==> src/cfr_pkg.sv <==
// Shared types and constants for the CAN fragment reassembler.
`default_nettype none
package cfr_pkg;

  localparam int MAX_PARTS   = 32;
  localparam int CHUNK_BYTES = 6;
  localparam int IDX_W       = $clog2(MAX_PARTS);
  localparam int CNT_W       = IDX_W + 1;
  localparam int DATA_W      = 8 * CHUNK_BYTES;

  localparam logic [31:0] TIMEOUT_RESET = 32'd1000;
  localparam logic [3:0]  DLC_MAX       = 4'd8;
  localparam logic [3:0]  HDR_BYTES     = 4'd2;

  typedef enum logic [1:0] {
    STATUS_PEND   = 2'd0,
    STATUS_REJECT = 2'd1,
    STATUS_DONE   = 2'd2
  } status_t;

  typedef enum logic [1:0] {
    S_IDLE,
    S_UPDATE,
    S_EMIT,
    S_DRAIN
  } state_t;

  typedef struct packed {
    logic [10:0] frame_id;
    logic [3:0]  length_code;
    logic [7:0]  count_minus_one;
    logic [7:0]  sequence_req;
    logic [7:0]  data_0;
    logic [7:0]  data_1;
    logic [7:0]  data_2;
    logic [7:0]  data_3;
    logic [7:0]  data_4;
    logic [7:0]  data_5;
    logic [31:0] now_ms;
  } item_t;

  typedef struct packed {
    status_t     status;
    logic [2:0]  chunk_len;
    logic [7:0]  out_0;
    logic [7:0]  out_1;
    logic [7:0]  out_2;
    logic [7:0]  out_3;
    logic [7:0]  out_4;
    logic [7:0]  out_5;
    logic [7:0]  packet_len;
    logic        last;
  } result_t;

  typedef struct packed {
    logic [2:0]        size;
    logic [DATA_W-1:0] bytes;
  } entry_t;

endpackage
`default_nettype wire

==> src/cfr_ram.sv <==
// Generic single-write, single-read RAM with registered read data.
`default_nettype none
module cfr_ram #(
  parameter int WIDTH = 8,
  parameter int DEPTH = 32
) (
  input  wire logic                     clk,
  input  wire logic                     we,
  input  wire logic [$clog2(DEPTH)-1:0] waddr,
  input  wire logic [WIDTH-1:0]         wdata,
  input  wire logic [$clog2(DEPTH)-1:0] raddr,
  output      logic [WIDTH-1:0]         rdata
);

  logic [WIDTH-1:0] mem [DEPTH];

  always_ff @(posedge clk) begin
    if (we) begin
      mem[waddr] <= wdata;
    end
    rdata <= mem[raddr];
  end

endmodule
`default_nettype wire

==> src/can_fragment_reassembler_unit.sv <==
// Top level of the CAN fragment reassembler: control, valid bits and chunk RAM.
`default_nettype none
// An item is taken when start is high and busy is low. A rejected or duplicate
// fragment gives one result in the cycle after it is taken, and busy stays low.
// A fragment that is stored keeps busy high while its RAM slot is read, updated
// and written back in the update state; if the packet is still pending, its
// result is registered in that state. A fragment that completes the packet then
// streams the N stored chunks out of the chunk RAM, one read per cycle through its
// single read port, and its results come on consecutive cycles, each passing the
// registered RAM read and then the result register, the final one flagged
// by last. The done strobe marks each result for one cycle; there is no way to
// stall it. Configuration writes take effect at the next edge.
module can_fragment_reassembler_unit (
  input  wire logic            clk,
  input  wire logic            rst,
  input  wire logic            start,
  output      logic            busy,
  input  wire cfr_pkg::item_t  item,
  output      logic            done,
  output      cfr_pkg::result_t result,
  input  wire logic            cfg_we,
  input  wire logic [31:0]     cfg_wdata
);

  cfr_pkg::state_t                state, state_next;
  logic                           in_progress, in_progress_next;
  logic [cfr_pkg::CNT_W-1:0]      expected, expected_next;
  logic [cfr_pkg::MAX_PARTS-1:0]  got_mask, got_mask_next;
  logic [10:0]                    prev_id, prev_id_next;
  logic [7:0]                     prev_seq, prev_seq_next;
  logic [31:0]                    last_seen, last_seen_next;
  logic [31:0]                    timeout;
  logic [7:0]                     sum, sum_next;
  logic [cfr_pkg::IDX_W-1:0]      idx, idx_next;
  logic                           rd_pend, rd_pend_next;
  logic                           rd_last, rd_last_next;
  logic                           done_next;
  cfr_pkg::result_t               result_next;
  logic [cfr_pkg::IDX_W-1:0]      cur_seq, cur_seq_next;
  logic [2:0]                     cur_plen, cur_plen_next;
  logic [cfr_pkg::DATA_W-1:0]     cur_bytes, cur_bytes_next;

  logic                           ram_we;
  logic [cfr_pkg::IDX_W-1:0]      ram_raddr;
  cfr_pkg::entry_t                ram_wentry;
  cfr_pkg::entry_t                ram_rentry;

  // Decode of the incoming item
  logic [3:0]                     dlc_sat;
  logic [3:0]                     plen_full;
  logic [2:0]                     plen;
  logic [7:0]                     total;
  logic [31:0]                    gap;
  logic                           restart;
  logic [cfr_pkg::CNT_W-1:0]      exp_eff;
  logic                           is_short;
  logic                           bad_count;
  logic                           bad_seq;
  logic                           is_dup;

  // Update-cycle helpers
  logic [2:0]                     old_size;
  logic [8:0]                     sum_calc;
  logic [cfr_pkg::MAX_PARTS-1:0]  mask_new;
  logic [cfr_pkg::MAX_PARTS-1:0]  need_mask;
  logic                           complete;
  logic [7:0]                     ob [cfr_pkg::CHUNK_BYTES];

  assign busy = (state != cfr_pkg::S_IDLE);

  cfr_ram #(
    .WIDTH ($bits(cfr_pkg::entry_t)),
    .DEPTH (cfr_pkg::MAX_PARTS)
  ) u_chunk_ram (
    .clk   (clk),
    .we    (ram_we),
    .waddr (cur_seq),
    .wdata (ram_wentry),
    .raddr (ram_raddr),
    .rdata (ram_rentry)
  );

  assign ram_wentry.size  = cur_plen;
  assign ram_wentry.bytes = cur_bytes;

  always_comb begin
    dlc_sat   = (item.length_code > cfr_pkg::DLC_MAX) ? cfr_pkg::DLC_MAX : item.length_code;
    is_short  = (dlc_sat < cfr_pkg::HDR_BYTES);
    plen_full = dlc_sat - cfr_pkg::HDR_BYTES;
    plen      = (plen_full > 4'(cfr_pkg::CHUNK_BYTES)) ? 3'(cfr_pkg::CHUNK_BYTES)
                                                        : plen_full[2:0];
    total     = item.count_minus_one + 8'd1;
    bad_count = (total == 8'd0) || (total > 8'(cfr_pkg::MAX_PARTS));
    gap       = item.now_ms - last_seen;
    restart   = !in_progress || (gap > timeout);
    exp_eff   = restart ? total[cfr_pkg::CNT_W-1:0] : expected;
    bad_seq   = (item.sequence_req >= 8'(exp_eff));
    is_dup    = (item.frame_id == prev_id) && (item.sequence_req == prev_seq);
  end

  always_comb begin
    old_size = got_mask[cur_seq] ? ram_rentry.size : 3'd0;
    sum_calc = {1'b0, sum} - {6'd0, old_size} + {6'd0, cur_plen};
    mask_new = got_mask | (cfr_pkg::MAX_PARTS'(1) << cur_seq);
    for (int i = 0; i < cfr_pkg::MAX_PARTS; i++) begin
      need_mask[i] = (cfr_pkg::CNT_W'(i) < expected);
    end
    complete = &(mask_new | ~need_mask);
    for (int b = 0; b < cfr_pkg::CHUNK_BYTES; b++) begin
      ob[b] = (3'(b) < ram_rentry.size) ? ram_rentry.bytes[8*b +: 8] : 8'd0;
    end
  end

  always_comb begin
    state_next       = state;
    in_progress_next = in_progress;
    expected_next    = expected;
    got_mask_next    = got_mask;
    prev_id_next     = prev_id;
    prev_seq_next    = prev_seq;
    last_seen_next   = last_seen;
    sum_next         = sum;
    idx_next         = idx;
    rd_pend_next     = 1'b0;
    rd_last_next     = 1'b0;
    done_next        = 1'b0;
    result_next      = result;
    cur_seq_next     = cur_seq;
    cur_plen_next    = cur_plen;
    cur_bytes_next   = cur_bytes;
    ram_we           = 1'b0;
    ram_raddr        = item.sequence_req[cfr_pkg::IDX_W-1:0];

    // Stream out a chunk read in the previous cycle
    if (rd_pend) begin
      done_next              = 1'b1;
      result_next.status     = cfr_pkg::STATUS_DONE;
      result_next.chunk_len  = ram_rentry.size;
      result_next.out_0      = ob[0];
      result_next.out_1      = ob[1];
      result_next.out_2      = ob[2];
      result_next.out_3      = ob[3];
      result_next.out_4      = ob[4];
      result_next.out_5      = ob[5];
      result_next.packet_len = sum;
      result_next.last       = rd_last;
    end

    unique case (state)
      cfr_pkg::S_IDLE: begin
        if (start) begin
          done_next   = 1'b1;
          result_next = '0;
          result_next.last = 1'b1;
          if (is_short || bad_count) begin
            result_next.status = cfr_pkg::STATUS_REJECT;
          end else begin
            if (restart) begin
              in_progress_next = 1'b1;
              expected_next    = total[cfr_pkg::CNT_W-1:0];
              got_mask_next    = '0;
              sum_next         = '0;
            end
            if (bad_seq) begin
              result_next.status = cfr_pkg::STATUS_REJECT;
            end else if (is_dup) begin
              result_next.status = cfr_pkg::STATUS_PEND;
            end else begin
              // Hold the fragment; the slot's old size comes back next cycle
              done_next      = 1'b0;
              prev_id_next   = item.frame_id;
              prev_seq_next  = item.sequence_req;
              last_seen_next = item.now_ms;
              cur_seq_next   = item.sequence_req[cfr_pkg::IDX_W-1:0];
              cur_plen_next  = plen;
              cur_bytes_next = {item.data_5, item.data_4, item.data_3,
                                item.data_2, item.data_1, item.data_0};
              state_next     = cfr_pkg::S_UPDATE;
            end
          end
        end
      end
      cfr_pkg::S_UPDATE: begin
        ram_we        = 1'b1;
        got_mask_next = mask_new;
        sum_next      = sum_calc[7:0];
        if (complete) begin
          idx_next   = '0;
          state_next = cfr_pkg::S_EMIT;
        end else begin
          done_next          = 1'b1;
          result_next        = '0;
          result_next.status = cfr_pkg::STATUS_PEND;
          result_next.last   = 1'b1;
          state_next         = cfr_pkg::S_IDLE;
        end
      end
      cfr_pkg::S_EMIT: begin
        ram_raddr    = idx;
        rd_pend_next = 1'b1;
        rd_last_next = ({1'b0, idx} == expected - cfr_pkg::CNT_W'(1));
        if (rd_last_next) begin
          state_next = cfr_pkg::S_DRAIN;
        end else begin
          idx_next = idx + cfr_pkg::IDX_W'(1);
        end
      end
      cfr_pkg::S_DRAIN: begin
        // Final chunk's result is registered this cycle; drop the packet
        in_progress_next = 1'b0;
        got_mask_next    = '0;
        state_next       = cfr_pkg::S_IDLE;
      end
      default: begin
        state_next = cfr_pkg::S_IDLE;
      end
    endcase
  end

  always_ff @(posedge clk) begin
    if (rst) begin
      state       <= cfr_pkg::S_IDLE;
      in_progress <= 1'b0;
      expected    <= '0;
      got_mask    <= '0;
      prev_id     <= '0;
      prev_seq    <= '0;
      last_seen   <= '0;
      timeout     <= cfr_pkg::TIMEOUT_RESET;
      rd_pend     <= 1'b0;
      rd_last     <= 1'b0;
      done        <= 1'b0;
    end else begin
      state       <= state_next;
      in_progress <= in_progress_next;
      expected    <= expected_next;
      got_mask    <= got_mask_next;
      prev_id     <= prev_id_next;
      prev_seq    <= prev_seq_next;
      last_seen   <= last_seen_next;
      rd_pend     <= rd_pend_next;
      rd_last     <= rd_last_next;
      done        <= done_next;
      if (cfg_we) begin
        timeout <= cfg_wdata;
      end
    end
  end

  always_ff @(posedge clk) begin
    sum       <= sum_next;
    idx       <= idx_next;
    result    <= result_next;
    cur_seq   <= cur_seq_next;
    cur_plen  <= cur_plen_next;
    cur_bytes <= cur_bytes_next;
  end

  // Chunks of a completed packet come out on back-to-back cycles
  a_chunk_stream: assert property (@(posedge clk) disable iff (rst)
    done && !result.last |=> done)
    else $error("chunk stream broken before last result");

  // The block only goes idle together with the final result of its item
  a_idle_on_last: assert property (@(posedge clk) disable iff (rst)
    $fell(busy) |-> done && result.last)
    else $error("busy dropped without a final result");

  // No slot is marked received outside a packet
  a_mask_clear: assert property (@(posedge clk) disable iff (rst)
    !in_progress |-> got_mask == '0)
    else $error("received mask set while no packet in progress");

  // Only completed-packet chunks can be followed by more results
  a_single_simple: assert property (@(posedge clk) disable iff (rst)
    done && result.status != cfr_pkg::STATUS_DONE |-> result.last)
    else $error("non-chunk result not flagged last");

endmodule
`default_nettype wire

==> config.mk <==
export PLATFORM = sky130hd
export DESIGN_NAME = can_fragment_reassembler_unit
export DESIGN_NICKNAME = d
export VERILOG_FILES = /design/src/cfr_pkg.sv /design/src/cfr_ram.sv /design/src/can_fragment_reassembler_unit.sv
export SDC_FILE = /design/constraint.sdc
export NUM_CORES = 2
export LEC_CHECK = 0
export ABC_AREA = 1
export BUFFER_PORTS_ARGS = -buffer_cell sky130_fd_sc_hd__buf_2
export CORE_MARGIN = 3
export CORE_UTILIZATION = 45
export DETAILED_ROUTE_END_ITERATION = 10
export GPL_TIMING_DRIVEN = 0
export HOLD_SLACK_MARGIN = 0.12
export PLACE_DENSITY_LB_ADDON = 0.25
export SLEW_MARGIN = 25
export SYNTH_ARGS = -nofsm -noshare
export SYNTH_HDL_FRONTEND = slang
export SYNTH_SLANG_ARGS = --single-unit
==> constraint.sdc <==
create_clock -name clk -period 16.6 [get_ports clk]
set_input_delay 0 -clock clk [delete_from_list [all_inputs] [get_ports clk]]
set_output_delay 0 -clock clk [all_outputs]
set_load 0.01 [all_outputs]
==> results by group <==
Floorplanning
  – Die Wd: 423 um
  – Row count: 152
  – Die height: 423 um
  – Initial Util: 0.454
  – Io pins: 211
  – Area of the core: roughly 170,000 um2
  – Die area: 179,000 um2

Worst setup path
  – Critical path class: flip-flop to flip-flop
  – Crit path capture type: flip-flop
  – R2R Path Start: last_seen[19]
  – Crit Path Max Fanout: between 60 and 70
  – Crit. Startpoint: last_seen[19]
  – Worst setup SP type: flip-flop
  – CP most frequent cell: nand2_1
  – Crit path DAT: 7.73 ns
  – Max incr delay on CP: 0.79 ns
  – Required time of the critical path: 17.05 ns
  – Crit path max-delay cell type: nor4_1

Synthesis
  – Synthesized netlist cell count: roughly 6,400
  – Netlist Area Pre-Place: a little under 80,000 um2
  – Post-synth EDFFs: 1,701
  – #FFs+latches synth: 1,941
  – Post-synth top area cell: edfxtp_1
  – Top cells by area, synth: edfxtp_1, o21ai_0, dfxtp_1
  – Yosys top cell area share: 0.654
  – Avg Inst Size Synth: 12.2 um2
  – Sequential fraction of the synthesis area: 0.715
  – Ys Warns: 0
  – FFs w/ async S/R, synth: 0
  – Post-synthesis cell type count: 52
  – Primary FF master, synth: edfxtp_1
  – Net count after synthesis: approximately 6,600

Global routing
  – Largest net degree at the start of global routing: 66
  – First-pass GRT wire length: 404,000 um
  – Tot GR Track Use: 0.312
  – Initial antenna violation count: 20
  – Vias in the first global route: 57,740
  – Gr ovfl total: 0

Status
  – Status: finished, final reports clean

Timing
  – Worst slew pin tran: 1.12 ns
  – Max transition margin: 0.251
  – Final Cycle Share: 0.438
  – Worst Clk Skew: between 0.04 and 0.05 ns
  – Final Max Slew Viols: 0
  – Setup TNS: 0 ns
  – PnR worst setup slack: 9.33 ns
  – Final Hold Fails: 0
  – RSZ-0062 raised after global routing: false
  – Achievable Freq: 137 MHz
  – Crit path time final: between 7 and 8 ns
  – Setup violations, final: 0

Clock tree
  – Clock latency on the worst-skew pair: 0.87 ns
  – Total CTS buffers: 195
  – Maximum clock path buffer count: 3
  – Post-CTS Setup Bufs: 0
  – # resized after CTS: 0
  – Clock root cell: clkbuf_16
  – H-tree depth: 4
  – Hold buffers post-CTS: 355
  – Worst-path clk slew: 0.07 ns
  – Clock sinks: 1,941
  – CTS tree: yes

Placed design
  – Post-detail-place hpwl: ~190,000 um
  – Setup WS pre-CTS: slightly below 10 ns
  – IO Port Bufs: 209
  – Post-DP Area: 85,100 um2
  – Gp weighted congestion: roughly 0.93

Hold path
  – Hold Startpoint: start
  – Hold WC Path Type: primary input to flip-flop

Cells and area
  – Fill cells: between 10,000 and 15,000
  – P&R area growth vs syn: 22.2%
  – Reg area: 55,900 um2
  – Nets: roughly 7,700
  – Final Cell Area: 95,600 um2
  – Layout cells sized above 1: 0.120
  – Multi-input gate area: about 20,000 um2

Drt
  – DR DRC count: 0
  – DRT Pass-1 Iters: 8
  – DR WL/cell: just under 30 um
  – DR vias/cell: 6.05
  – Post-route ant nets: 0
  – Drt total wl: 286,000 um
  – Detailed Route Iter0 Violations: between 8,000 and 9,000
  – Vias: 59,978

Pwr
  – Leakage dissipation: ~33 nW
  – Max VDD drop: 109 uV
  – Power Total: 10.4 mW
  – PwrDens: 109 nW/um2

Flow run
  – Max cap viols: 0
-- metal layers --
layer / vias up / GRT usage / wire [um]
met5: - / 0 / 87
met3: 856 / 0.0836 / 34200
met2: 4117 / 0.477 / 127000
met4: 14 / 0.200 / 20800
met1: 29286 / 0.393 / 104000
li1: 25705 / - / -
-- synthesized netlist by cell type, drive strengths merged (3+ instances only) --
cell type / n
a21boi: 11
a21o: 8
a21oi: 248
a221oi: 3
a22o: 10
a22oi: 8
a31oi: 3
a32oi: 8
and3: 3
buf: 81
clkbuf: 343
clkinv: 5
dfxtp: 240
edfxtp: 1701
fa: 4
ha: 83
inv: 201
nand2: 573
nand3: 276
nand3b: 4
nand4: 12
nor2: 1033
nor3: 33
o211ai: 5
o21a: 6
o21ai: 991
o21bai: 5
o221ai: 408
o22ai: 3
xnor2: 34
xor2: 23
-- state kept, by name, indices dropped and copies added (netlist names), 6 cells and up, named ones only --
signal	cells
cur_bytes	48
u_chunk_ram.mem	1632
u_chunk_ram.rdata	51
prev_id	11
got_mask	32
prev_seq	8
last_seen	32
result	62
expected	6
sum	8
timeout	32
-- final timing paths --
check,endpoint,slack [ns],cells past startpoint
hold / removal,result[60],0.20,6
setup reg to reg,cur_bytes[11],9.33,30
setup / recovery,cur_bytes[11],9.33,30
hold reg to reg,last_seen[28],0.46,2
-- power breakdown --
group	leakage, nW	total [mW]	internal [mW]	switching [mW]
clock network	3.08	4.38	2.45	1.93
registers	17.3	5.28	5.26	0.0156
logic	12.6	0.766	0.240	0.527
total	33.0	10.4	7.95	2.47
-- cells by family (layout without fill, tap and decap cells) --
family	Yosys count	count (layout)	synth area share
adder cells (fa/ha/maj)	87	87	0.0143
XOR/XNOR	57	57	0.00639
buffers and inverters	630	1840	0.0319
multiplexers	2	2	0.000256
flip-flops	1941	1941	0.715
other	0	15	0
AO/OA/AOI/OAI	1724	1724	0.133
AND/OR/NAND/NOR	1940	1940	0.0994
-- metrics by stage --
stage,utilization,hold WS (ns),cells
2_1_floorplan,-,0.0989,6381
3_3_place_gp,0.477,0.177,8900
3_5_place_dp,0.494,0.178,9140
4_1_cts,0.552,0.135,9866
5_1_grt,0.555,0.215,9903
6_report,0.555,0.196,9916
-- worst max-delay path, delay by kind of cell (launching register included) --
family / cells / cell delay, ns
flip-flops: 1 / 0.32
adder cells (fa/ha/maj): 3 / 1.00
AND/OR/NAND/NOR: 16 / 3.11
XOR/XNOR: 1 / 0.13
buffers and inverters: 5 / 1.25
AO/OA/AOI/OAI: 5 / 0.90
-- layout by cell type (no fill, tap or decap), types with 6 or more instances in the layout --
cell type and count:
ha_1 83, clkbuf_1 370, clkbuf_16 201, diode_2 15
o21ai_1 13, xnor2_1 34, bufinv_16 9, nand2_1 568
nor3_1 13, buf_16 30, buf_1 20, clkbuf_2 35
a22o_1 10, buf_2 258, dlygate4sd3_1 355, o21ai_0 975
nor2_1 1016, buf_4 173, inv_1 195, nor3_2 20
inv_2 6, a22oi_1 8, buf_8 42, buf_6 22
o221ai_1 408, xor2_1 23, nand3_1 276, edfxtp_1 1701
o21a_1 6, nand4_1 12, clkinv_1 36, dfxtp_1 240
a21oi_1 248, nor2_4 13, a32oi_1 8, buf_12 20
a21boi_0 6, a21o_1 8, clkinv_2 34, clkbuf_8 15
-- layout make-up --
type | count | share of cell area
well taps | 2310 | 0.0302
flip-flops and latches | 1941 | 0.585
inverters | 206 | 0.00809
plain buffers | 424 | 0.0185
multi-input cells | 3810 | 0.209
clock buffers | 278 | 0.0572
repair buffers | 839 | 0.0825
clock inverters | 93 | 0.00877
diodes | 15 | 0.000393
Power figures use the tool's default switching activity.
